<file path="src/hdl/smc_pkg.sv">
// Shared constants, types and helpers for the subscription match counter.
package smc_pkg;
  localparam int MaxSubs    = 64;
  localparam int MaxCons    = 8;
  localparam int MaxPairs   = 16;
  localparam int AttrBits   = 8;
  localparam int ValueBits  = 32;
  localparam int SubBits    = 6;
  localparam int SlotBits   = 3;
  localparam int CntBits    = 4;
  localparam int ActBits    = 7;
  localparam int PairBits   = 4;
  localparam int FillBits   = 5;
  localparam int ConsDepth  = MaxSubs * MaxCons;
  localparam int ConsBits   = 9;

  localparam logic [1:0] REQ_LOAD  = 2'd0;
  localparam logic [1:0] REQ_COUNT = 2'd1;
  localparam logic [1:0] REQ_PAIR  = 2'd2;

  localparam logic [1:0] KIND_EQ = 2'd0;
  localparam logic [1:0] KIND_LE = 2'd1;
  localparam logic [1:0] KIND_GE = 2'd2;
  localparam logic [1:0] KIND_IN = 2'd3;

  typedef struct packed {
    logic [AttrBits-1:0]  attr;
    logic [1:0]           kind;
    logic [ValueBits-1:0] low;
    logic [ValueBits-1:0] high;
  } cons_t;

  typedef struct packed {
    logic [1:0]           req_type;
    logic [SubBits-1:0]   sub_index;
    logic [SlotBits-1:0]  slot_index;
    logic [CntBits-1:0]   constraint_count;
    logic [AttrBits-1:0]  attribute;
    logic [1:0]           constraint_kind;
    logic [ValueBits-1:0] bound_low;
    logic [ValueBits-1:0] bound_high;
    logic [ValueBits-1:0] pair_value;
    logic                 last_pair;
  } in_item_t;

  typedef struct packed {
    logic [ActBits-1:0] match_count;
    logic               pairs_dropped;
  } out_item_t;

  function automatic logic meets(input cons_t c, input logic [ValueBits-1:0] v);
    logic r;
    case (c.kind)
      KIND_EQ: r = (v == c.low);
      KIND_LE: r = (v <= c.low);
      KIND_GE: r = (v >= c.low);
      default: r = (v >= c.low) && (v <= c.high);
    endcase
    return r;
  endfunction
endpackage

</file>
<file path="src/hdl/smc_cell.sv">
// One pair cell: holds a stored pair and checks the passing constraint against it.
module smc_cell (
  input  logic                            clk,
  input  logic                            load,
  input  logic [smc_pkg::AttrBits-1:0]    load_attr,
  input  logic [smc_pkg::ValueBits-1:0]   load_value,
  input  logic                            used,
  input  smc_pkg::cons_t                  cons_in,
  input  logic                            hit_in,
  output smc_pkg::cons_t                  cons_out,
  output logic                            hit_out
);
  logic [smc_pkg::AttrBits-1:0]  attr_r;
  logic [smc_pkg::ValueBits-1:0] value_r;

  always_ff @(posedge clk) begin
    if (load) begin
      attr_r  <= load_attr;
      value_r <= load_value;
    end
    cons_out <= cons_in;
    hit_out  <= hit_in | (used && attr_r == cons_in.attr && smc_pkg::meets(cons_in, value_r));
  end
endmodule

</file>
<file path="config.mk">
export PLATFORM = sky130hd
export DESIGN_NAME = smc_cell
export DESIGN_NICKNAME = d
export VERILOG_FILES = /design/src/hdl/smc_pkg.sv /design/src/hdl/smc_cell.sv
export SDC_FILE = /design/constraint.sdc
export NUM_CORES = 1
export LEC_CHECK = 0
export BUFFER_PORTS_ARGS = -buffer_cell sky130_fd_sc_hd__buf_2
export CAP_MARGIN = 40
export CORE_MARGIN = 4
export CORE_UTILIZATION = 35
export CTS_CLUSTER_SIZE = 24
export DETAILED_ROUTE_END_ITERATION = 16
export GPL_TIMING_DRIVEN = 1
export PLACE_DENSITY = 0.61
export SLEW_MARGIN = 20
export SYNTH_ARGS = -nofsm -noshare
export SYNTH_HDL_FRONTEND = slang
export SYNTH_SLANG_ARGS = --single-unit
export TNS_END_PERCENT = 50
</file>
<file path="constraint.sdc">
create_clock -name clk -period 2.1 [get_ports clk]
set_clock_uncertainty 0.1 [all_clocks]
set_input_delay 0 -clock clk [delete_from_list [all_inputs] [get_ports clk]]
set_output_delay 0 -clock clk [all_outputs]
set_load 0.02 [all_outputs]
</file>
* Word-level counts from Yosys, hierarchy flattened *
Index checks and enable logic that the tools add are counted.

storage, ports and cells
  bits in latches = 0
  RAM bits = 0
  bits in registers = 115
  bits in read-only memories = 0
  memories kept = 0

cells by class
  bitwise logic cells = 1
  add/subtract/negate cells = 0
  multiply operators = 0
  eq/ne operators = 4
  shift-type cells = 0
  multiplexer cells = 1
  reduce and logical (&&, ||, !) cells = 4
  div/mod/pow operators = 0
  magnitude comparators = 3

operators by type and width
  operator            number
  $le 32x32->1        2
  $eq 32x32->1        1
  $ge 32x32->1        1
  $eq 8x8->1          1
  $logic_and 1x1->1   3
  $pmux 1 s3          1
  $eq 2x1->1 const B  1
  $eq 2x2->1 const B  1
  $logic_not 2->1     1
  $or 1x1->1          1

* Logic depth before layout (Yosys ltp) *
Gate-level depths: netlist (run 1).

  depth in word-level cells = 5
  mapped depth = 8
  mapped depth without buffers = 8

* Worst setup path before layout (run 1) *
Ideal clock, no wire load.

  path type = register to register
  from = register value_r[14] (netlist name)
  to = register hit_out
  buffers on the path = 0
  setup time = 0.138 ns
  data arrival time = 1.851 ns
  required time = 1.862 ns
  cell stages (with the launch flop) = 8
  clock period less this slack = 2.089 ns
  slack = 0.011 ns
  cells stage by stage = edfxtp_1 > ha_1 > nand4_1 > nor4_1 > a21boi_1 > o41ai_1 > a2111oi_1 > a211oi_2

on the way
  word-level cells in the longest chain between the ends = 5
  elaborated cells between the ends (all ways) = 8
  those cells by class = 3 x order compare; 1 x eq/ne; 1 x mux; 1 x bitwise; 2 x reduce/logical

ends and longest elaborated chain
  item                                                 line                          source
  start, declared                                      smc_cell.sv:14                logic [smc_pkg::ValueBits-1:0] value_r;
  start signal, assigned                               smc_cell.sv:19                value_r <= load_value;
  $ge 32x32->1 / $le 32x32->1 (equally long branches)  smc_pkg.sv:56, smc_pkg.sv:57
  $logic_and 1x1->1                                    smc_pkg.sv:57                 default: r = (v >= c.low) && (v <= c.high);
  $pmux 1 s3 *                                         smc_pkg.sv:53                 case (c.kind)
  $logic_and 1x1->1 *                                  smc_cell.sv:22                hit_out <= hit_in | (used && attr_r == cons_in.attr && smc_pkg::meets(cons_in, value_r));
  $or 1x1->1 *                                         smc_cell.sv:22
  end signal, assigned                                 smc_cell.sv:22
  end, declared                                        smc_cell.sv:11                output logic hit_out

Every way passes the cells marked *; elsewhere a longest branch is shown, timed or not.
A chain may end at the register's enable or synchronous reset.

* Worst setup path after layout (run 1) *
  from = register value_r[11] (netlist name)
  to = register hit_out

The elaborated chain is that of the path after synthesis.

==> impl_metrics.sql, run 1 <==
INSERT INTO impl_metrics (metric_group, metric, value, unit) VALUES
('worst_setup_path', 'crit_buf_inv', '0', ''),
('layout', 'core_util_final', '61.80', '%'),
('die', 'row_count', '40', ''),
('timing', 'post-route-min-period', '2.220', 'ns'),
('global_route', 'gr-max-usage-layer', 'met2', ''),
('placed_design', 'gp_congestion', '0.7744', ''),
('pwr', 'ir_worst_vdd', '0.5263', 'mV'),
('global_route', 'initial_antenna_violation_count', '0', ''),
('timing', 'maxClockFrequency', '450.5', 'MHz'),
('worst_setup_path', 'crit_path_start_kind', 'flop', ''),
('run', 'max_capacitance_violation_count', '0', ''),
('layout', 'register_area', '0.002703', 'sq mm'),
('cts', 'cts_sinks', '115', ''),
('yosys', 'synthDominantCellAreaShare', '33.66', '%'),
('detailed_routing', 'vias_per_cell', '4.453', ''),
('layout', 'num-nets-final', '888', ''),
('placed_design', 'detailed_place_hpwl', '8886', 'microns'),
('global_route', 'track_usage', '17.95', '%'),
('timing', 'setup_repair_after_global_routing_missed_its_margin', 'yes', ''),
('cts', 'htree_num_levels', '4', ''),
('detailed_routing', 'drt_drc_violations_left', '0', ''),
('yosys', 'synth_seq_cells', '115', ''),
('placed_design', 'place_inst', '736', ''),
('layout', 'mostFrequentLayoutCell', 'sky130_fd_sc_hd__buf_2', ''),
('placed_design', 'area_post_placement', '0.005774', 'sq mm'),
('layout', 'layout.cells.most_common_list', '192 x sky130_fd_sc_hd__buf_2, 116 x sky130_fd_sc_hd__dlygate4sd3_1, 75 x sky130_fd_sc_hd__dfxtp_1, 66 x sky130_fd_sc_hd__inv_1, 63 x sky130_fd_sc_hd__ha_1', ''),
('pwr', 'cellLeakagePower', '3.701', 'nW'),
('layout', 'drive_above_1_share', '35.24', '%'),
('placed_design', 'placement.setup.worst_slack', '-0.2620', 'ns'),
('layout', 'fillers', '971', ''),
('layout', 'syn2layout_area_growth', '69.87', '%'),
('timing', 'final.period_utilization', '105.7', '%'),
('worst_setup_path', 'worst_path_dominant_cell_family', 'compound AO/OA/AOI/OAI gates', ''),
('die', 'die_h', '120.9', 'microns'),
('placed_design', 'numPortBuffers', '192', ''),
('outcome', 'failed_checks', 'setup timing', ''),
('timing', 'timing_worst_slew_pin_value', '0.5546', 'ns'),
('yosys', 'yosys.area.top_type', 'sky130_fd_sc_hd__dfxtp_1', ''),
('cts', 'clock_tree.root_cell', 'sky130_fd_sc_hd__clkbuf_16', ''),
('global_route', 'first_global_vias', '4420', ''),
('cts', 'cts_buffers', '17', ''),
('worst_setup_path', 'setup.worst_path.class', 'reg -> reg', ''),
('global_route', 'grt_pass1_wl', '20290', 'microns'),
('die', 'core_area', '0.01226', 'sq mm'),
('timing', 'final_max_slew_viol_count', '0', ''),
('worst_setup_path', 'critical_path_required', '2.29', 'ns'),
('outcome', 'status', 'complete, but fails checks', ''),
('min_path', 'hold_path_class', 'in -> reg', ''),
('layout', 'post-route-cell-area', '0.007577', 'sq mm'),
('yosys', 'synth.lib_cells_used.distinct', '38', ''),
('die', 'top_level_ports', '193', ''),
('yosys', 'postSynthCellCount', '357', ''),
('cts', 'path_clk_slew', '0.06', 'ns'),
('timing', 'setup_total_neg_slack', '-0.1199', 'ns'),
('timing', 'final_hold_violation_count', '0', ''),
('die', 'dieArea', '0.01461', 'sq mm'),
('yosys', 'synth_nets', '539', ''),
('timing', 'setup-violations-final', '1', ''),
('worst_setup_path', 'critical_path.max_stage_delay', '0.43', 'ns'),
('timing', 'fin_ws', '-0.1199', 'ns'),
('worst_setup_path', 'arrival', '2.40', 'ns'),
('cts', 'cts-root-to-sink-buffers', '2', ''),
('yosys', 'synth.top_cells.by_area', 'sky130_fd_sc_hd__dfxtp_1 34%, sky130_fd_sc_hd__edfxtp_1 27%, sky130_fd_sc_hd__ha_1 18%', ''),
('global_route', 'global_route.usage.met2', '33.90', '%'),
('worst_setup_path', 'crit_chain', 'ha_1 > a21oi_1 > o21a_1 > o2bb2ai_1 > o41ai_2 > nor4b_2 > a211oi_2', ''),
('detailed_routing', 'drt-pass1-iter-count', '4', ''),
('detailed_routing', 'wl_per_cell', '14.38', 'microns'),
('detailed_routing', 'route.antenna.remaining_nets', '0', ''),
('global_route', 'grt_max_degree', '41', ''),
('cts', 'cts_tree', 'yes', ''),
('detailed_routing', 'dr_total_vias', '3945', '');
## layer usage
metal | vias up | share of wire [%]
met4 | 0 | 2.2
met5 | - | 0
li1 | 1964 | -
met3 | 25 | 6.8
met2 | 144 | 53
met1 | 1812 | 38
## cell usage after synthesis (all sizes together)
cell type,count
o31ai,1
ha,64
nor3,1
nor4,3
xnor2,5
o21ai,5
o41ai,1
xor2,3
dfxtp,75
nor2,3
and3,1
a21boi,3
a2bb2oi,1
o311ai,1
nand3,7
nor4b,2
or4,2
o211ai,3
nand4,16
edfxtp,40
o311a,1
o2bb2ai,1
nor2b,2
a2111oi,2
a221oi,2
inv,66
a211oi,3
a21oi,25
a21o,3
nand2,13
o21a,2
## cell families after synthesis
group / Yosys count / share of synthesized area (%)
fa+ha+maj: 64 / 17.95
buf+inv: 66 / 5.554
flops: 115 / 60.59
simple gates: 50 / 6.283
xor+xnor: 8 / 1.571
compound gates: 54 / 8.050
## sequential cells by signal, indices dropped and copies added, names as in the netlist
signal,count
cons_out,74
hit_out,1
value_r,32
attr_r,8
## power breakdown
group	internal (mW)	switching [mW]	leakage, nW
clock	1.77	0.946	0.279
sequential	2.46	0.0543	1.02
combinational	0.488	0.450	2.40
total	4.72	1.45	3.70
## final cells by class
cell class,count,area share (%)
Tap cell,168,2.774
Sequential cell,115,35.67
Timing Repair Buffer,330,30.18
Inverter,66,3.269
Multi-Input combinational cell,176,20.71
Clock buffer,26,6.737
Clock inverter,5,0.6605
## worst paths after layout
check	from	endpoint	slack, ns	cells past startpoint
worst min-delay path	load	value_r[25]$_DFFE_PP_	0.10	2
worst min register to register	attr_r[7]$_DFFE_PP_	hit_out$_DFF_P_	0.71	4
worst max-delay path	value_r[11]$_DFFE_PP_	hit_out$_DFF_P_	-0.12	7
worst max register to register	value_r[11]$_DFFE_PP_	hit_out$_DFF_P_	-0.12	7
## repair_timing
| action | CTS | global route |
|---|---|---|
| endpoints found under the setup margin | 1 | 1 |
| gates resized for setup | 9 | 0 |
| setup buffers | 3 | 0 |
| hold endpoints to repair | 115 | 0 |
| hold buffers | 116 | 0 |
| pin swaps | 6 | 0 |
Power figures use the tool's default switching activity.
==> inputs of run 2 (changes only) <==
--- a/config.mk
+++ b/config.mk
@@ -5,7 +5,7 @@
 export SDC_FILE = /design/constraint.sdc
 export NUM_CORES = 1
 export LEC_CHECK = 0
-export BUFFER_PORTS_ARGS = -buffer_cell sky130_fd_sc_hd__buf_2
+export BUFFER_PORTS_ARGS = -buffer_cell sky130_fd_sc_hd__buf_4
 export CAP_MARGIN = 40
 export CORE_MARGIN = 4
 export CORE_UTILIZATION = 35
@@ -13,6 +13,7 @@
 export DETAILED_ROUTE_END_ITERATION = 16
 export GPL_TIMING_DRIVEN = 1
 export PLACE_DENSITY = 0.61
+export SETUP_SLACK_MARGIN = 0.05
 export SLEW_MARGIN = 20
 export SYNTH_ARGS = -nofsm -noshare
 export SYNTH_HDL_FRONTEND = slang
==> run 2 against run 1 <==
  * The flow still finishes with violations (setup timing)
  * Critical endpoint unchanged
  * Worst hold slack worse by 0.088 ns
  * Cell count up 0.34%
  * Total power increased by 4.5%
  * Clock power increased by 6%
  * Largest power group unchanged
  * Wire length is 1.9% higher
  * Fmax shrank 0.36%
  * First-iteration DRC count grew 1.6%
  * Core utilization rose by 4.5 points
  * Combinational power increased by 12%
==> impl_metrics.sql, run 2 (synthesized netlist as in run 1, its figures left out) <==
INSERT INTO impl_metrics (metric_group, metric, value, unit) VALUES
('outcome', 'status', 'complete, but fails checks', ''),
('outcome', 'failed_checks', 'setup timing', ''),
('layout', 'register_area', '0.002703', 'sq mm'),
('timing', 'setup-violations-final', '1', ''),
('detailed_routing', 'wl_per_cell', '14.61', 'microns'),
('global_route', 'initial_antenna_violation_count', '0', ''),
('worst_setup_path', 'crit_buf_inv', '0', ''),
('layout', 'top_regs', 'cons_out: 74 flops, value_r: 32 flops, attr_r: 8 flops', ''),
('pwr', 'cellInternalPower', '4.939', 'mW'),
('global_route', 'grt.overflow.total', '0', ''),
('timing', 'slew-limit-headroom', '62.55', '%'),
('pwr', 'cellLeakagePower', '3.903', 'nW'),
('pwr', 'p_switching', '1.504', 'mW'),
('global_route', 'first_global_vias', '4342', ''),
('worst_setup_path', 'timing.critical_path.to', 'hit_out$_DFF_P_', ''),
('die', 'dieArea', '0.01461', 'sq mm'),
('layout', 'top_register', 'cons_out', ''),
('detailed_routing', 'drt-pass1-iter-count', '4', ''),
('worst_setup_path', 'crit_path_top_delay_cell', 'sky130_fd_sc_hd__or4_4', ''),
('timing', 'post_route_worst_hold_slack', '0.01520', 'ns'),
('worst_setup_path', 'r2r_cells', '7', ''),
('worst_setup_path', 'critical_path.max_stage_delay', '0.54', 'ns'),
('layout', 'core_util_final', '66.34', '%'),
('layout', 'drive_above_1_share', '36.11', '%'),
('placed_design', 'gp_congestion', '0.7337', ''),
('min_path', 'hold_path_class', 'in -> reg', ''),
('global_route', 'grt_pass1_wl', '20930', 'microns'),
('placed_design', 'numPortBuffers', '192', ''),
('die', 'top_level_ports', '193', ''),
('layout', 'fillers', '889', ''),
('layout', 'multi_input_comb_area', '0.001597', 'sq mm'),
('die', 'die_width', '120.9', 'microns'),
('cts', 'path_clk_slew', '0.05', 'ns'),
('cts', 'cts_tree', 'yes', ''),
('timing', 'setup_total_neg_slack', '-0.1279', 'ns'),
('timing', 'setup_repair_after_global_routing_missed_its_margin', 'yes', ''),
('timing', 'timing_worst_slew_pin_value', '0.5617', 'ns'),
('pwr', 'ir_worst_vdd', '0.5239', 'mV'),
('cts', 'cts.repair_timing.setup_buffer_count', '0', ''),
('worst_setup_path', 'arrival', '2.45', 'ns'),
('worst_setup_path', 'r2r-start', 'value_r[21]$_DFFE_PP_', ''),
('timing', 'final.period_utilization', '106.1', '%'),
('pwr', 'switching_share', '23.35', '%'),
('detailed_routing', 'dr.first_iter.drc_count', '128', ''),
('layout', 'num-nets-final', '889', ''),
('detailed_routing', 'dr_total_vias', '3920', ''),
('timing', 'post-route-min-period', '2.228', 'ns'),
('die', 'row_count', '40', ''),
('global_route', 'gr-usage-met3', '5.594', '%'),
('die', 'die_h', '120.9', 'microns'),
('cts', 'clock_tree.root_cell', 'sky130_fd_sc_hd__clkbuf_16', ''),
('worst_setup_path', 'critical_path.startpoint', 'value_r[21]$_DFFE_PP_', ''),
('worst_setup_path', 'critPathCaptureType', 'flop', ''),
('worst_setup_path', 'reg2reg_setup_slack', '-0.13', 'ns'),
('cts', 'cts_buffers', '17', ''),
('detailed_routing', 'drt_drc_violations_left', '0', ''),
('global_route', 'track_usage', '18.48', '%'),
('timing', 'final_hold_violation_count', '0', ''),
('die', 'core_area', '0.01226', 'sq mm'),
('global_route', 'global_route.usage.met2', '32.65', '%'),
('cts', 'cts-root-to-sink-buffers', '2', ''),
('worst_setup_path', 'crit_chain', 'ha_1 > nand4_1 > or4_4 > o211ai_2 > a21o_1 > o311ai_1 > a211oi_2', ''),
('die', 'start_util', '36.38', '%'),
('cts', 'htree_num_levels', '4', ''),
('global_route', 'grt_max_degree', '41', ''),
('pwr', 'p_clk_share', '44.6', '%'),
('worst_setup_path', 'path_depth', '7', ''),
('pwr', 'pwr_density_cell', '792.1', 'mW/mm^2'),
('placed_design', 'placement.setup.worst_slack', '-0.2376', 'ns'),
('layout', 'mostFrequentLayoutCell', 'sky130_fd_sc_hd__buf_4', ''),
('cts', 'cts_sinks', '115', ''),
('worst_setup_path', 'setup.worst_path.class', 'reg -> reg', ''),
('detailed_routing', 'vias_per_cell', '4.409', ''),
('timing', 'final_max_slew_viol_count', '0', ''),
('run', 'max_capacitance_violation_count', '0', ''),
('worst_setup_path', 'critical_path_required', '2.32', 'ns'),
('pwr', 'power.combinational.fraction', '16.4', '%'),
('layout', 'largest_reg_flops', '74', ''),
('global_route', 'gr-max-usage-layer', 'met2', ''),
('min_path', 'worst_hold_startpoint', 'load', ''),
('worst_setup_path', 'worst_r2r_endpoint', 'hit_out$_DFF_P_', ''),
('worst_setup_path', 'worst_path_dominant_cell_family', 'simple AND/OR/NAND/NOR gates', ''),
('placed_design', 'detailed_place_hpwl', '9151', 'microns'),
('detailed_routing', 'finalWirelength', '12980', 'microns'),
('cts', 'clk-insertion-delay-late', '0.42', 'ns'),
('layout', 'layout.cells.most_common_list', '215 x sky130_fd_sc_hd__buf_4, 116 x sky130_fd_sc_hd__dlygate4sd3_1, 75 x sky130_fd_sc_hd__dfxtp_1, 66 x sky130_fd_sc_hd__inv_1, 61 x sky130_fd_sc_hd__ha_1', ''),
('layout', 'syn2layout_area_growth', '82.36', '%'),
('pwr', 'seq_power_share', '39.0', '%'),
('global_route', 'gr-usage-met1', '20.07', '%'),
('timing', 'fin_ws', '-0.1279', 'ns'),
('worst_setup_path', 'crit_path_start_kind', 'flop', ''),
('worst_setup_path', 'crit_path_max_fanout', '2', ''),
('detailed_routing', 'route.antenna.remaining_nets', '0', ''),
('timing', 'maxClockFrequency', '448.8', 'MHz');
-- run 2: cell types whose count changed in the layout (fill, tap and decap cells not counted), sizes merged --
cell and delta:
clkbuf -4, clkinv +2, diode +1, bufinv +1
clkinvlp +2, buf +1
-- run 2: final cells by class --
| type | instances | area share (%) |
|---|---|---|
| Clock buffer | 22 | 6.091 |
| Tap cell | 168 | 2.584 |
| Clock inverter | 10 | 1.277 |
| Sequential cell | 115 | 33.23 |
| Multi-Input combinational cell | 176 | 19.63 |
| Inverter | 66 | 3.046 |
| Antenna cell | 1 | 0.03076 |
| Timing Repair Buffer | 331 | 34.12 |
-- run 2: metrics by stage --
| step | total power, mW | area, sq um | cells |
|---|---|---|---|
| CTS | 6.497 | 8118 | 888 |
| floorplan | 2.939 | 4508 | 357 |
| global placement | 3.395 | 6332 | 740 |
| finish | 6.443 | 8134 | 889 |
| global route | 6.730 | 8132 | 888 |
| detailed placement | 3.420 | 6332 | 740 |
-- run 2: metal layers --
layer | vias to the layer above | routed length [microns] | part of all wire (%)
met4 | 0 | 354 | 2.7
met3 | 30 | 855 | 6.6
met5 | - | 0 | 0
met1 | 1792 | 5028 | 39
li1 | 1966 | - | -
met2 | 132 | 6745 | 52
-- run 2: worst min path at each step --
| stage | to | cells past startpoint |
|---|---|---|
| 3_5_place_dp | cons_out[39]$_DFF_P_ | 1 |
| 2_1_floorplan | cons_out[0]$_DFF_P_ | 0 |
| 3_3_place_gp | cons_out[15]$_DFF_P_ | 1 |
| 6_report | value_r[20]$_DFFE_PP_ | 1 |
| 4_1_cts | value_r[24]$_DFFE_PP_ | 1 |
| 5_1_grt | value_r[24]$_DFFE_PP_ | 1 |
-- run 2: power by group through the flow --
| stage | clock [mW] | sequential, mW | combinational [mW] |
|---|---|---|---|
| after global placement | 0 | 2.55 | 0.843 |
| after CTS | 2.93 | 2.51 | 1.05 |
| after detailed placement | 0 | 2.56 | 0.861 |
| after floorplan | 0 | 2.65 | 0.292 |
| final | 2.87 | 2.52 | 1.05 |
| after global routing | 3.04 | 2.53 | 1.16 |
-- run 2: timing repair --
| action | in CTS | in global routing |
|---|---|---|
| pin swaps | 4 | 0 |
| endpoints found under the hold margin | 115 | 0 |
| hold buffers | 116 | 0 |
| endpoints found under the setup margin | 1 | 1 |
| gates resized for setup | 4 | 2 |
==> inputs of run 3 (changes only) <==
==> constraint.sdc (replaced) <==
create_clock -name clk -period 1.9 [get_ports clk]
set_clock_uncertainty 0.1 [all_clocks]
set_input_delay 0 -clock clk [delete_from_list [all_inputs] [get_ports clk]]
set_output_delay 0 -clock clk [all_outputs]
set_load 0.02 [all_outputs]
==> run 3 against run 2 <==
  * The flow still finishes with violations (setup timing)
  * Clock power rose by 7%
  * Global-route usage barely moved
  * Worst hold slack gained 0.0062 ns
  * Sequential share of layout area fell by 0.20 points
  * Cell count grew 0.34%
  * Final area increased by 0.60%
  * Die area is the same
  * Via count rose by 0.64%
  * First-iteration DRC count shrank 11%
  * Worst setup slack lost 0.20 ns
  * Largest power group unchanged
  * Highest routed layer unchanged
==> impl_metrics.sql, run 3 (synthesized netlist as in run 1, its figures left out) <==
INSERT INTO impl_metrics (metric_group, metric, value, unit) VALUES
('placed_design', 'gp_congestion', '0.7396', ''),
('worst_setup_path', 'critical_path_required', '2.12', 'ns'),
('worst_setup_path', 'crit_path_start_kind', 'flop', ''),
('global_route', 'first_global_vias', '4509', ''),
('pwr', 'ir_worst_vdd', '0.4759', 'mV'),
('worst_setup_path', 'r2r_cells', '7', ''),
('min_path', 'worst_hold_startpoint', 'load', ''),
('detailed_routing', 'finalWirelength', '13010', 'microns'),
('detailed_routing', 'dr.first_iter.drc_count', '114', ''),
('layout', 'register_area', '0.002703', 'sq mm'),
('timing', 'final_hold_violation_count', '0', ''),
('timing', 'maxClockFrequency', '448.3', 'MHz'),
('layout', 'drive_above_1_share', '37.15', '%'),
('placed_design', 'numPortBuffers', '192', ''),
('cts', 'clock_tree.root_cell', 'sky130_fd_sc_hd__clkbuf_16', ''),
('layout', 'num-nets-final', '893', ''),
('layout', 'post-route-cell-area', '0.008183', 'sq mm'),
('timing', 'final.period_utilization', '117.4', '%'),
('min_path', 'hold_path_class', 'in -> reg', ''),
('placed_design', 'place_inst', '742', ''),
('pwr', 'pwr_density_cell', '859.2', 'mW/mm^2'),
('min_path', 'worst_hold_path.num_cells', '1', ''),
('timing', 'setup-violations-final', '1', ''),
('global_route', 'track_usage', '18.46', '%'),
('cts', 'cts_sinks', '115', ''),
('die', 'row_count', '40', ''),
('cts', 'cts_tree', 'yes', ''),
('timing', 'fin_ws', '-0.3306', 'ns'),
('detailed_routing', 'route.antenna.remaining_nets', '0', ''),
('worst_setup_path', 'reg2reg_setup_slack', '-0.33', 'ns'),
('timing', 'post_route_worst_hold_slack', '0.02145', 'ns'),
('global_route', 'grt.overflow.total', '0', ''),
('outcome', 'status', 'complete, but fails checks', ''),
('detailed_routing', 'vias_per_cell', '4.423', ''),
('worst_setup_path', 'worst_r2r_endpoint', 'hit_out$_DFF_P_', ''),
('die', 'die_h', '120.9', 'microns'),
('global_route', 'grt_max_degree', '41', ''),
('layout', 'instances_no_fill', '892', ''),
('placed_design', 'placement.setup.worst_slack', '-0.4083', 'ns'),
('global_route', 'grt_pass1_wl', '21090', 'microns'),
('timing', 'final_max_slew_viol_count', '0', ''),
('layout', 'antennaDiodeCount', '0', ''),
('global_route', 'initial_antenna_violation_count', '0', ''),
('timing', 'timing_worst_slew_pin_value', '0.5585', 'ns'),
('worst_setup_path', 'r2r-start', 'value_r[25]$_DFFE_PP_', ''),
('die', 'core_area', '0.01226', 'sq mm'),
('worst_setup_path', 'crit_path_max_fanout', '2', ''),
('timing', 'post-route-min-period', '2.231', 'ns'),
('timing', 'slew-limit-headroom', '62.76', '%'),
('layout', 'top_regs', 'cons_out: 74 flops, value_r: 32 flops, attr_r: 8 flops', ''),
('cts', 'cts-root-to-sink-buffers', '2', ''),
('detailed_routing', 'wl_per_cell', '14.59', 'microns'),
('layout', 'mostFrequentLayoutCell', 'sky130_fd_sc_hd__buf_4', ''),
('detailed_routing', 'dr_total_vias', '3945', ''),
('die', 'die_width', '120.9', 'microns'),
('layout', 'syn2layout_area_growth', '83.45', '%'),
('placed_design', 'area_post_placement', '0.006347', 'sq mm'),
('cts', 'path_clk_slew', '0.05', 'ns'),
('outcome', 'failed_checks', 'setup timing', ''),
('layout', 'fillers', '909', ''),
('detailed_routing', 'drt-pass1-iter-count', '4', ''),
('layout', 'layout.cells.most_common_list', '219 x sky130_fd_sc_hd__buf_4, 116 x sky130_fd_sc_hd__dlygate4sd3_1, 75 x sky130_fd_sc_hd__dfxtp_1, 66 x sky130_fd_sc_hd__inv_1, 59 x sky130_fd_sc_hd__ha_1', ''),
('worst_setup_path', 'critPathCaptureType', 'flop', ''),
('layout', 'top_register', 'cons_out', ''),
('cts', 'clk-insertion-delay-late', '0.40', 'ns'),
('cts', 'cts_buffers', '17', ''),
('pwr', 'cellLeakagePower', '3.906', 'nW'),
('cts', 'htree_num_levels', '4', ''),
('min_path', 'hold-path-endpoint', 'value_r[18]$_DFFE_PP_', ''),
('worst_setup_path', 'arrival', '2.45', 'ns'),
('layout', 'largest_reg_flops', '74', ''),
('die', 'start_util', '36.38', '%'),
('worst_setup_path', 'setup.worst_path.class', 'reg -> reg', ''),
('placed_design', 'detailed_place_hpwl', '9224', 'microns'),
('run', 'max_capacitance_violation_count', '0', ''),
('die', 'top_level_ports', '193', ''),
('timing', 'setup_repair_after_global_routing_missed_its_margin', 'yes', ''),
('detailed_routing', 'drt_drc_violations_left', '0', ''),
('layout', 'multi_input_comb_area', '0.001633', 'sq mm'),
('pwr', 'finalPower', '7.030', 'mW'),
('die', 'dieArea', '0.01461', 'sq mm');
-- run 3: cell types whose count changed in the layout (fill, tap and decap cells not counted), moves of 2 or more --
cell / change
sky130_fd_sc_hd__ha_4: +2
sky130_fd_sc_hd__ha_1: -2
sky130_fd_sc_hd__nor4b_1: -2
sky130_fd_sc_hd__buf_4: +4
sky130_fd_sc_hd__nor4b_2: +2
-- run 3: what timing repair did --
item | CTS | global route
hold buffers | 116 | 0
hold endpoints to repair | 115 | 0
endpoints found under the setup margin | 1 | 1
setup buffers | 1 | 1
resized for setup | 2 | 9
pin swaps | 5 | 4
-- run 3: layout make-up --
type | instances | share of cell area, %
well taps | 168 | 2.569
multi-input cells | 176 | 19.95
inverters | 66 | 3.028
clock inverters | 9 | 0.9021
clock buffers | 23 | 6.239
flip-flops and latches | 115 | 33.03
repair buffers | 335 | 34.28
-- run 3: report_power, final --
group | leakage [nW] | internal, mW | switching (mW) | total, mW
clock | 0.286 | 2.00 | 1.06 | 3.07
sequential | 1.02 | 2.72 | 0.0635 | 2.78
combinational | 2.60 | 0.668 | 0.518 | 1.19
-- run 3: metrics by stage --
stage | util, % | TNS [ns]
3_5_place_dp | 51.77 | -0.4083
5_1_grt | 66.73 | -0.4237
2_1_floorplan | - | -0.1575
6_report | 66.73 | -0.3306
3_3_place_gp | 51.77 | -0.3403
4_1_cts | 66.14 | -0.3620
-- run 3: worst max path at each step --
stage | startpoint | endpoint | slack (ns) | depth (start not counted)
floorplan | value_r[11]$_DFFE_PP_ | hit_out$_DFF_P_ | -0.16 | 7
global placement | value_r[30]$_DFFE_PP_ | hit_out$_DFF_P_ | -0.34 | 8
detailed placement | value_r[11]$_DFFE_PP_ | hit_out$_DFF_P_ | -0.41 | 7
CTS | value_r[11]$_DFFE_PP_ | hit_out$_DFF_P_ | -0.36 | 7
global route | value_r[19]$_DFFE_PP_ | hit_out$_DFF_P_ | -0.42 | 7
finish | value_r[25]$_DFFE_PP_ | hit_out$_DFF_P_ | -0.33 | 7
-- run 3: metal layers --
metal  vias to the layer above  part of all wire, %  global-route usage [%]
met5                         -                    0                       0
met4                         0                  2.7                   8.357
met3                        25                  5.8                   5.221
met2                       120                   52                   33.14
met1                      1823                   39                   20.08
li1                       1977                    -                       -
-- run 3: worst max-delay path, stage by stage (launching register included) --
cell and delay [ns]:
sky130_fd_sc_hd__edfxtp_1 0.41, sky130_fd_sc_hd__ha_1 0.33, sky130_fd_sc_hd__nand4_2 0.15, sky130_fd_sc_hd__or4_4 0.52, sky130_fd_sc_hd__o211ai_2 0.20, sky130_fd_sc_hd__a21o_1 0.10, sky130_fd_sc_hd__o311ai_1 0.10, sky130_fd_sc_hd__a211oi_2 0.23
